## src/msdt_pkg.sv

```systemverilog
`default_nettype none
package msdt_pkg;
   localparam int CMD_BITS  = 4;
   localparam int SLOT_BITS = 4;
   localparam int IVL_BITS  = 32;
   localparam int TTN_BITS  = 48;
   localparam int MAX_RES   = 16;

   localparam logic [3:0] CMD_ADD     = 4'd0;
   localparam logic [3:0] CMD_START   = 4'd1;
   localparam logic [3:0] CMD_STOP    = 4'd2;
   localparam logic [3:0] CMD_RESTART = 4'd3;
   localparam logic [3:0] CMD_REMOVE  = 4'd4;
   localparam logic [3:0] CMD_SETIVL  = 4'd5;
   localparam logic [3:0] CMD_SHIFT   = 4'd6;
   localparam logic [3:0] CMD_TICK    = 4'd7;
   localparam logic [3:0] CMD_QUERY   = 4'd8;

   localparam logic [1:0] ST_OK       = 2'd0;
   localparam logic [1:0] ST_INVALID  = 2'd1;
   localparam logic [1:0] ST_FULL     = 2'd2;
   localparam logic [1:0] ST_UNARMED  = 2'd3;

   typedef struct packed {
      logic                 kind;
      logic [1:0]           status;
      logic [SLOT_BITS-1:0] slot;
      logic                 armed;
      logic                 queue_empty;
      logic [TTN_BITS-1:0]  ttn;
      logic                 last;
   } rsp_type;
endpackage
`default_nettype wire

```

## src/multi_slot_delay_timer_top.sv

```systemverilog
`default_nettype none
// Timer slot table with a tick counter that each tick command advances.
// req_ channel: one command word per handshake (add, start, stop, restart,
// remove, set interval, shift deadline, tick, query).
// rsp_ channel: reply words; a tick gives one expiry word per due slot,
// up to MAX_RES, in deadline order (lowest slot on ties), or one plain
// reply; tlast marks the final word of a command.
// A command's reply follows one scan of the table by a shared compare
// unit; a tick gives each expiry word after a scan of its own.
// req_tready is low while a command is in progress; one command at a time.
// A stalled rsp_tready holds the word in the output register; the sequencer
// scans on but stalls before its next word until the held one is taken.
// Reset clears the counter and all valid and armed marks.
module multi_slot_delay_timer_top #(
   parameter int NUM_SLOTS = 16,
   parameter int TIME_BITS = 48
) (
   input  wire logic        clock,
   input  wire logic        reset,
   input  wire logic        req_tvalid,
   output logic             req_tready,
   // cmd[3:0] slot[7:4] interval_ms[39:8] one_shot[40] auto_release[41]
   // deadline_shift[73:42], zero fill
   input  wire logic [79:0] req_tdata,
   output logic             rsp_tvalid,
   input  wire logic        rsp_tready,
   // status[1:0] result_slot[5:2] armed[6] queue_empty[7] time_to_next[55:8]
   output logic [55:0]      rsp_tdata,
   output logic             rsp_tuser,  // kind
   output logic             rsp_tlast
);
   import msdt_pkg::*;
   logic    busy;
   rsp_type r;

   assign req_tready = !busy;

   msdt_core #(.NUM_SLOTS(NUM_SLOTS), .TIME_BITS(TIME_BITS)) u_core (
      .clock(clock), .reset(reset), .start(req_tvalid && !busy),
      .cmd(req_tdata[3:0]), .slot(req_tdata[7:4]), .interval_ms(req_tdata[39:8]),
      .one_shot(req_tdata[40]), .auto_release(req_tdata[41]),
      .deadline_shift(req_tdata[73:42]), .busy(busy),
      .rsp_valid(rsp_tvalid), .rsp_ready(rsp_tready), .rsp(r)
   );

   assign rsp_tdata = {r.ttn, r.queue_empty, r.armed, r.slot, r.status};
   assign rsp_tuser = r.kind;
   assign rsp_tlast = r.last;
endmodule
`default_nettype wire

```

## src/msdt_core.sv

```systemverilog
`default_nettype none
module msdt_core #(
   parameter int NUM_SLOTS = 16,
   parameter int TIME_BITS = 48
) (
   input  wire logic                      clock,
   input  wire logic                      reset,
   input  wire logic                      start,
   input  wire logic [3:0]                cmd,
   input  wire logic [3:0]                slot,
   input  wire logic [31:0]               interval_ms,
   input  wire logic                      one_shot,
   input  wire logic                      auto_release,
   input  wire logic [31:0]               deadline_shift,
   output logic                           busy,
   output logic                           rsp_valid,
   input  wire logic                      rsp_ready,
   output msdt_pkg::rsp_type              rsp
);
   import msdt_pkg::*;
   localparam int IB = $clog2(NUM_SLOTS);
   localparam int CB = $clog2(NUM_SLOTS + 1);
   localparam int NB = $clog2(MAX_RES + 1);
   localparam logic [TIME_BITS-1:0] TSIGN = {1'b1, {(TIME_BITS-1){1'b0}}};

   typedef enum logic [5:0] {
      S_IDLE = 6'b000001, S_SCAN = 6'b000010, S_FIRE = 6'b000100,
      S_EXEC = 6'b001000, S_OUT  = 6'b010000, S_WAIT = 6'b100000
   } state_type;

   state_type state_ff, state_in;
   logic [TIME_BITS-1:0] now_ff, now_in;
   logic [NUM_SLOTS-1:0] valid_ff, valid_in, armed_ff, armed_in, done_ff, done_in;
   logic [NUM_SLOTS-1:0] oneshot_ff, autof_ff;
   logic [31:0]          ivl_ff [NUM_SLOTS];
   logic [TIME_BITS-1:0] dl_ff  [NUM_SLOTS];
   logic [3:0]           cmd_ff;
   logic [3:0]           slot_ff;
   logic [31:0]          ivl_arg_ff, shift_ff;
   logic                 os_arg_ff, af_arg_ff;
   logic [CB-1:0]        idx_ff, idx_in;
   logic [CB-1:0]        cnt_ff, cnt_in;
   logic                 have_ff, have_in;
   logic [IB-1:0]        best_ff, best_in;
   logic [TIME_BITS-1:0] bkey_ff, bkey_in;
   logic [NB-1:0]        nfire_ff, nfire_in;
   rsp_type              rsp_ff, rsp_in;
   logic                 rv_ff, rv_in;

   logic [IB-1:0]        ci;
   logic [TIME_BITS-1:0] cgap, ckey, sgap;
   logic                 cand, ok;
   logic [IB-1:0]        si;
   logic                 wr_en;
   logic [IB-1:0]        wr_idx;
   logic [TIME_BITS-1:0] wr_dl;
   logic                 wr_add;
   logic                 wr_ivl;

   assign ci   = idx_ff[IB-1:0];
   assign cgap = dl_ff[ci] - now_ff;
   assign ckey = cgap ^ TSIGN;
   assign si   = IB'(slot_ff);
   assign ok   = ({{(32-4){1'b0}}, slot_ff} < 32'(NUM_SLOTS)) && valid_ff[si];
   assign sgap = dl_ff[si];
   assign busy = (state_ff != S_IDLE);
   assign rsp_valid = rv_ff;
   assign rsp = rsp_ff;

   always_comb begin
      cand = 1'b0;
      unique case (cmd_ff)
         CMD_TICK:  cand = valid_ff[ci] && armed_ff[ci] && !done_ff[ci] &&
                           (cgap == '0 || cgap[TIME_BITS-1]);
         CMD_ADD:   cand = !valid_ff[ci];
         default:   cand = valid_ff[ci] && armed_ff[ci];
      endcase
   end

   always_comb begin
      state_in = state_ff; now_in = now_ff; valid_in = valid_ff; armed_in = armed_ff;
      done_in = done_ff; idx_in = idx_ff; have_in = have_ff; best_in = best_ff;
      bkey_in = bkey_ff; nfire_in = nfire_ff; rsp_in = rsp_ff; rv_in = rv_ff;
      cnt_in = cnt_ff;
      wr_en = 1'b0; wr_idx = si; wr_dl = '0; wr_add = 1'b0; wr_ivl = 1'b0;
      if (rv_ff && rsp_ready) rv_in = 1'b0;
      unique case (state_ff)
         S_IDLE: begin
            if (start) begin
               state_in = S_SCAN; idx_in = '0; have_in = 1'b0; done_in = '0;
               nfire_in = '0; cnt_in = '0;
               if (cmd == CMD_TICK) now_in = now_ff + 1'b1;
            end
         end
         S_SCAN: begin
            if (idx_ff == CB'(NUM_SLOTS)) begin
               state_in = (cmd_ff == CMD_TICK) ? S_FIRE : S_EXEC;
            end else begin
               if (cand && (!have_ff || (cmd_ff != CMD_ADD && ckey < bkey_ff))) begin
                  have_in = 1'b1; best_in = ci; bkey_in = ckey;
               end
               // first pass of a tick counts the due slots
               if (cmd_ff == CMD_TICK && nfire_ff == '0 && cand) cnt_in = cnt_ff + 1'b1;
               idx_in = idx_ff + 1'b1;
            end
         end
         S_FIRE: begin
            if (!rv_ff || rsp_ready) begin
               rsp_in = '0; rv_in = 1'b1; rsp_in.last = 1'b1; state_in = S_WAIT;
               if (have_ff) begin
                  rsp_in.kind = 1'b1; rsp_in.slot = 4'(best_ff);
                  done_in[best_ff] = 1'b1; nfire_in = nfire_ff + 1'b1;
                  if (oneshot_ff[best_ff]) begin
                     armed_in[best_ff] = 1'b0;
                     if (autof_ff[best_ff]) valid_in[best_ff] = 1'b0;
                  end else begin
                     wr_en = 1'b1; wr_idx = best_ff;
                     wr_dl = now_ff + TIME_BITS'(ivl_ff[best_ff]);
                  end
                  if (nfire_ff != NB'(MAX_RES - 1) &&
                      CB'(nfire_ff) + 1'b1 != cnt_ff) begin
                     rsp_in.last = 1'b0; idx_in = '0; have_in = 1'b0; state_in = S_SCAN;
                  end
               end
            end
         end
         S_EXEC: begin
            if (!rv_ff || rsp_ready) begin
               rsp_in = '0; rsp_in.slot = slot_ff; rsp_in.last = 1'b1;
               priority case (1'b1)
                  cmd_ff == CMD_ADD: begin
                     if (!have_ff) begin rsp_in.status = ST_FULL; rsp_in.slot = '0; end
                     else begin
                        rsp_in.slot = 4'(best_ff); valid_in[best_ff] = 1'b1;
                        armed_in[best_ff] = 1'b0; wr_add = 1'b1; wr_en = 1'b1;
                        wr_idx = best_ff; wr_dl = now_ff;
                     end
                  end
                  cmd_ff == CMD_QUERY: begin
                     rsp_in.status = ok ? ST_OK : ST_INVALID;
                     rsp_in.armed = ok && armed_ff[si];
                     rsp_in.queue_empty = !have_ff;
                     rsp_in.ttn = have_ff ? TTN_BITS'($signed(bkey_ff ^ TSIGN)) : '1;
                  end
                  cmd_ff > CMD_QUERY || cmd_ff == CMD_TICK: begin
                     rsp_in.slot = '0;
                  end
                  !ok: rsp_in.status = ST_INVALID;
                  cmd_ff == CMD_START: begin
                     if (!armed_ff[si]) begin
                        armed_in[si] = 1'b1; wr_en = 1'b1;
                        wr_dl = now_ff + TIME_BITS'(ivl_ff[si]);
                     end
                  end
                  cmd_ff == CMD_STOP: begin
                     if (armed_ff[si]) begin
                        armed_in[si] = 1'b0;
                        if (autof_ff[si]) valid_in[si] = 1'b0;
                     end
                  end
                  cmd_ff == CMD_RESTART: begin
                     armed_in[si] = 1'b1; wr_en = 1'b1;
                     wr_dl = now_ff + TIME_BITS'(ivl_ff[si]);
                  end
                  cmd_ff == CMD_REMOVE: begin
                     valid_in[si] = 1'b0; armed_in[si] = 1'b0;
                  end
                  cmd_ff == CMD_SETIVL: wr_ivl = 1'b1;
                  default: begin
                     if (!armed_ff[si]) rsp_in.status = ST_UNARMED;
                     else begin
                        wr_en = 1'b1;
                        wr_dl = sgap + TIME_BITS'($signed(shift_ff));
                     end
                  end
               endcase
               state_in = S_OUT;
            end
         end
         S_OUT: begin
            if (!rv_ff || rsp_ready) begin rv_in = 1'b1; state_in = S_WAIT; end
         end
         default: begin
            state_in = S_IDLE;
         end
      endcase
   end

   always_ff @(posedge clock) begin
      if (reset) begin
         state_ff <= S_IDLE; now_ff <= '0; valid_ff <= '0; armed_ff <= '0;
         rv_ff <= 1'b0;
      end else begin
         state_ff <= state_in; now_ff <= now_in; valid_ff <= valid_in;
         armed_ff <= armed_in; rv_ff <= rv_in;
      end
   end

   always_ff @(posedge clock) begin
      done_ff <= done_in; idx_ff <= idx_in; have_ff <= have_in; best_ff <= best_in;
      bkey_ff <= bkey_in; nfire_ff <= nfire_in; cnt_ff <= cnt_in;
      rsp_ff <= rsp_in;
      if (start && state_ff == S_IDLE) begin
         cmd_ff <= cmd; slot_ff <= slot; ivl_arg_ff <= interval_ms;
         shift_ff <= deadline_shift; os_arg_ff <= one_shot; af_arg_ff <= auto_release;
      end
      if (wr_en) dl_ff[wr_idx] <= wr_dl;
      if (wr_add) begin
         oneshot_ff[wr_idx] <= os_arg_ff; autof_ff[wr_idx] <= af_arg_ff;
         ivl_ff[wr_idx] <= ivl_arg_ff;
      end
      if (wr_ivl) ivl_ff[si] <= ivl_arg_ff;
   end
endmodule
`default_nettype wire
```

## config.mk

```make
export PLATFORM = sky130hd
export DESIGN_NAME = multi_slot_delay_timer_top
export DESIGN_NICKNAME = d
export VERILOG_FILES = /design/src/msdt_pkg.sv /design/src/multi_slot_delay_timer_top.sv /design/src/msdt_core.sv
export SDC_FILE = /design/constraint.sdc
export NUM_CORES = 2
export LEC_CHECK = 0
export BUFFER_PORTS_ARGS = -buffer_cell sky130_fd_sc_hd__buf_2
export CORE_MARGIN = 2
export CORE_UTILIZATION = 57
export CTS_BUF_LIST = sky130_fd_sc_hd__clkbuf_16
export DETAILED_ROUTE_END_ITERATION = 6
export PLACE_DENSITY = 0.81
export REMOVE_ABC_BUFFERS = 1
export SLEW_MARGIN = 20
export SYNTH_ARGS = -nofsm -noshare
export SYNTH_HDL_FRONTEND = slang
export SYNTH_HIERARCHICAL = 1
export SYNTH_SLANG_ARGS = --single-unit
```

## constraint.sdc

```tcl
create_clock -name clock -period 10.9 [get_ports clock]
set_input_delay 1.09 -clock clock [delete_from_list [all_inputs] [get_ports clock]]
set_output_delay 1.09 -clock clock [all_outputs]
set_load 0.02 [all_outputs]
```

# Word level (Yosys, flattened, before mapping)
# Memory sizes are Yosys's and may differ from the RTL's. A register that Yosys moved wholly into a read port is not among the register bits.
# Cells that the tools add are included.
totals:
  reg_bits: 335
  ram_bits: 1280
  input_bits: 84
  out_inout_bits: 60
  elab_cells: 327
  mem_count: 2
mem_list:
  columns: ["memory", "depth", "width", "rd", "rd_clocked_by_memory_dff", "wr", "line_no", "rtl"]
  rows:
  - ["u_core.dl_ff", 16, 48, 2, 2, 1, "msdt_core.sv:36", "logic [TIME_BITS-1:0] dl_ff [NUM_SLOTS];"]
  - ["u_core.ivl_ff", 16, 32, 2, 2, 1, "msdt_core.sv:35", "logic [31:0] ivl_ff [NUM_SLOTS];"]
op_classes:
  add_sub_neg: 8
  n_lt_le_gt_ge: 9
  eq_ne: 41
  muxes: 184
  n_bitwise: 12
  n_reduce_logical: 44
ops:
  columns: ["operator", "count"]
  rows:
  - ["2-to-1 mux 48 bit", 17]
  - ["2-to-1 mux 16 bit", 34]
  - ["2-to-1 mux 58 bit", 2]
  - ["case mux 58 bit (2 select lines)", 1]
  - ["2-to-1 mux 50 bit", 2]
  - ["adder 48 x 32 -> 48 bit", 2]
  - ["case mux 16 bit (2 select lines)", 3]
  - ["case mux 48 bit (2 select lines)", 1]
  - ["bitwise AND 16 bit", 4]
  - ["2-to-1 mux 4 bit", 16]
  - ["2-to-1 mux 1 bit", 59]
  - ["adder 48 x 1 -> 48 bit, second input constant", 1]
  - ["adder 48 bit", 1]
  - ["zero test 48 bit", 1]
  - ["less-than comparator 48 bit", 1]
  - ["OR 16 bit", 3]
  - ["subtractor 48 bit", 1]
  - ["2-to-1 mux 5 bit", 9]
  - ["2-to-1 mux 6 bit", 7]
  - ["binary-select mux 1 bit (select 4 bit)", 8]
  - ["bitwise mux 16 bit", 2]
  - ["2-to-1 mux 32 bit", 1]
  - ["NOT 16 bit", 2]
  - ["OR reduction 32 bit", 1]
  - ["49 further kinds", 119]

# Logic depth before layout (Yosys ltp)
depth:
  word_depth: 16
  depth_mapped: 28
  depth_no_buf: 26

# Hierarchy
# Netlist, hierarchy kept.
modules_own_cells:
  columns: ["module", "n_inst", "cells_each", "area_per_inst_um2", "seq_area_each_um2"]
  rows:
  - ["msdt_core", 1, 5137, 82962.1, 47865.9]
  - ["multi_slot_delay_timer_top", 1, 2, 10.0, 0.0]

# Worst setup path before layout
# Ideal clock, no wire load.
synth_timing:
  kind: "reg2reg"
  start: "reg with a tool-made name"
  end: "reg u_core.best_ff[0] (enable)"
  setup_ns: 0.536
  arrival_ns: 10.521
  t_required_ns: 10.364
  setup_slack_ns: -0.157
  stages_incl_launch_ff: 27
  n_path_buf: 4
  period_less_slack_ns: 11.057
  cell_sequence: "dfxtp_1 -> clkbuf_1 -> buf_1 -> buf_1 -> mux4_2 -> mux4_2 -> ha_1 -> buf_2 -> a21oi_1 -> o21ai_0 -> a221oi_1 -> o21ai_0 -> or2_2 -> a21o_1 -> a221oi_1 -> xnor2_1 -> ha_1 -> a21o_1 -> a21oi_1 -> nor2b_1 -> o21ai_0 -> nand2b_1 -> a221oi_1 -> o211ai_1 -> maj3_1 -> a21oi_1 -> nor3b_1"
synth_lines:
  columns: ["item", "line_no", "rtl"]
  rows:
  - ["end signal: assignment", "msdt_core.sv:200", "done_ff <= done_in; idx_ff <= idx_in; have_ff <= have_in; best_ff <= best_in;"]
  - ["end: declaration", "msdt_core.sv:44", "logic [IB-1:0] best_ff, best_in;"]

==> results.toml <==
[outcome]
outcome = "complete, no violations"

[cells_and_area]
fin_nets = 5562
fin_area_um2 = 91620
syn2layout_area_growth_pct = 10.43
final_util = 0.6317
drive_gt1_frac = 0.2640
mostFrequentLayoutCell = "edfxtp_1"
final_cell_mix = "edfxtp_1, mux4_2, a21oi_1, nor2_1, nand2_1"
fillers = 9766

[power_and_ir_drop]
p_per_area_nw_per_um2 = 197.1
p_seq_frac = 0.429
switching_share = 0.3228
leakage_nw = 28.00
switchingPower_mw = 5.828
p_comb_frac = 0.263
finalPower_mw = 18.06
peakVddDrop_mv = 0.1801
clkPwrFrac = 0.308
internal-power_mw = 12.23

[worst_setup_path]
cpMostUsedCell = "a21oi_1"
r2r_cells = 20
slowest_delay_ns = 0.95
crit_path_top_delay_cell = "dfxtp_4"
required_ns = 11.35
cp-end-kind = "flop"
r2r_slack_ns = 1.52
path_cells = "buf_4 -> mux4_2 -> mux4_2 -> ha_1 -> nand4_1 -> or4_1 -> a21oi_1 -> o31ai_1 -> a31oi_1 -> a221o_1 -> a21oi_1 -> xnor2_1 -> ha_1 -> a211oi_1 -> o21ai_0 -> nand2_1 -> o41ai_1 -> a21oi_1 -> nor3b_2 -> buf_4"
crit_path_start_kind = "flop"
cp-endpoint = "u_core/bkey_ff[36]"
rr_endpoint = "u_core/bkey_ff[36]"
critPathKind = "reg -> reg"
crit_fanout = 52
arrival_ns = 9.83

[cts]
cts.clk_slew.worst_paths_ns = 0.06
cts_root_buf = "clkbuf_16"
hold_buffers = 0
cts_max_path_buffers = 3
htree_levels = 4
numCtsBuffers = 165
cts_resized = 0
cts_setup_buffers = 0
cts_num_sinks = 1627
clock_latency_ns = 0.85
tritoncts = "built"

[logic_synthesis]
ys_async_sr_fraction = 0
synth.ff_latch_count = 1627
synth_area_um2 = 82970
synthCells = 5139
post_synth.cell_area_avg_um2 = 16.15
synth_edf_count = 1528
synth_cell_type_count = 89
ys_seq_area_frac = 0.5769
ys.flop_type = "edfxtp_1"
ys_warn_count = 6

[timing]
clock_skew_ns = 0.04729
timing.hold.ws_ns = 0.4138
worst_slew_pin_slew_ns = 1.213
finalHoldViolCount = 0
maxSlewHeadroom = 0.1916
fin_crit_sh = 0.8610
rsz0062_at_grt = "false"
period_minus_slack_ns = 9.385
fmax_ghz = 0.1066
setup_viol = 0
slew_viol_final = 0

[die]
core-area_um2 = 145000
initial_core_util = 0.5721
die-area_um2 = 148600
io_pins = 144
fp.dieH_um = 385.5
die_w_um = 385.5
row_count = 140

[detailed_routing]
drt-initial-drc-count = 8284
vias = 53869
via_per_inst = 7.367
drcViolationCount = 0
wl_per_cell_um = 34.52
wl_um = 252400
final_antenna_net_count = 0
firstDrtPassIters = 6

[placed_design]
portBuffers = 137
place_congestion = 0.9782
place_hpwl_um = 151800
post_dp_cell_area_um2 = 86220

[global_route]
grt_max_degree = 126
grt_util_all_layers = 0.3425
globalRouteOverflowTotal = 0
antenna_found_initial = 7
grt_pass1_vias = 53685
grt_pass1_wl_um = 364800

[run]
max_cap_viol_count = 0

[hold_path]
hold_class = "in -> reg"
worstHoldStart = "req_tdata[53]"
-- per-layer routing --
metal / vias to the layer above / share of wire / GRT usage / wire, um
li1: 21426 / - / - / -
met1: 26853 / 0.33 / 0.4337 / 82570
met3: 1089 / 0.13 / 0.08610 / 32080
met2: 4497 / 0.47 / 0.5314 / 118200
met5: - / 0.00010 / 0 / 26
met4: 4 / 0.077 / 0.2204 / 19550
-- sequential cells by signal (all words and copies together) (netlist names), 32 cells and up, named ones only --
signal             flops
u_core/bkey_ff        48
u_core/ivl_ff        512
u_core/shift_ff       32
u_core/rsp            58
u_core/ivl_arg_ff     32
u_core/dl_ff         768
u_core/now_ff         48
-- layout make-up --
type	count	area, um2	area share
antenna	4	10.01	0.0001092
clock buffer	167	4179	0.04561
clock inverter	128	1107	0.01209
inverter	142	535.5	0.005845
multi-input combinational	3059	33760	0.3684
sequential	1627	47900	0.5228
tap	1917	2399	0.02618
timing repair buffer	268	1732	0.01890
-- logic make-up (layout without fill, tap and decap cells) --
kind of cell,Yosys count,count (layout),synth area share
flip-flops,1627,1627,0.5769
XOR/XNOR,201,201,0.02122
adder cells (fa/ha/maj),216,216,0.03290
buffers and inverters,453,705,0.02089
other,0,4,0
multiplexers,850,850,0.2299
AO/OA/AOI/OAI,863,863,0.06548
AND/OR/NAND/NOR,929,929,0.05272
-- worst min-delay path by stage --
| stage | end | cells past startpoint |
|---|---|---|
| floorplan | flop | 2 |
| CTS | u_core/shift_ff[11] | 1 |
| finish | u_core/shift_ff[11] | 1 |
| global route | u_core/shift_ff[11] | 1 |
| detailed placement | flop | 2 |
| global placement | flop | 2 |
-- per-stage QoR --
stage          TNS [ns]  setup slack [ns]  cells
6_report              0             1.515   7312
5_1_grt               0             1.221   7308
4_1_cts               0             1.708   7306
3_5_place_dp          0             1.815   7011
3_3_place_gp          0             1.886   7010
2_1_floorplan  -5164.81            -7.183   4828
-- worst max-delay path: cells and delay by family (launching register included) --
kind,cells,cell delay [ns]
AOI/OAI and AO/OA,9,2.55
xor gates and xnor gates,1,0.90
adders and majority gates,2,0.92
buffers and inverters,2,1.16
DFF,1,0.95
muxes,2,1.15
and+or+nand+nor,4,1.17
-- power groups by stage --
stage | Combinational (mW) | Sequential (mW) | Clock, mW
after floorplan | 3.32 | 8.21 | 0
after global placement | 4.43 | 7.83 | 0
after detailed placement | 4.53 | 7.85 | 0
after CTS | 4.60 | 7.72 | 5.61
after global routing | 4.92 | 7.78 | 5.83
final | 4.75 | 7.74 | 5.57
-- cells in the mapped netlist, types with 82 or more instances --
master | count | area, um2
a21o_1 | 94 | 705.7
a21oi_1 | 313 | 1567
clkbuf_1 | 244 | 915.9
dfxtp_1 | 99 | 1982
edfxtp_1 | 1528 | 45880
ha_1 | 211 | 2640
inv_1 | 141 | 529.3
mux4_2 | 831 | 18720
nand2_1 | 223 | 837.1
nand3_1 | 85 | 425.4
nor2_1 | 297 | 1115
nor3_1 | 82 | 410.4
o21ai_0 | 170 | 850.8
xnor2_1 | 137 | 1200
Power figures use the tool's default switching activity.
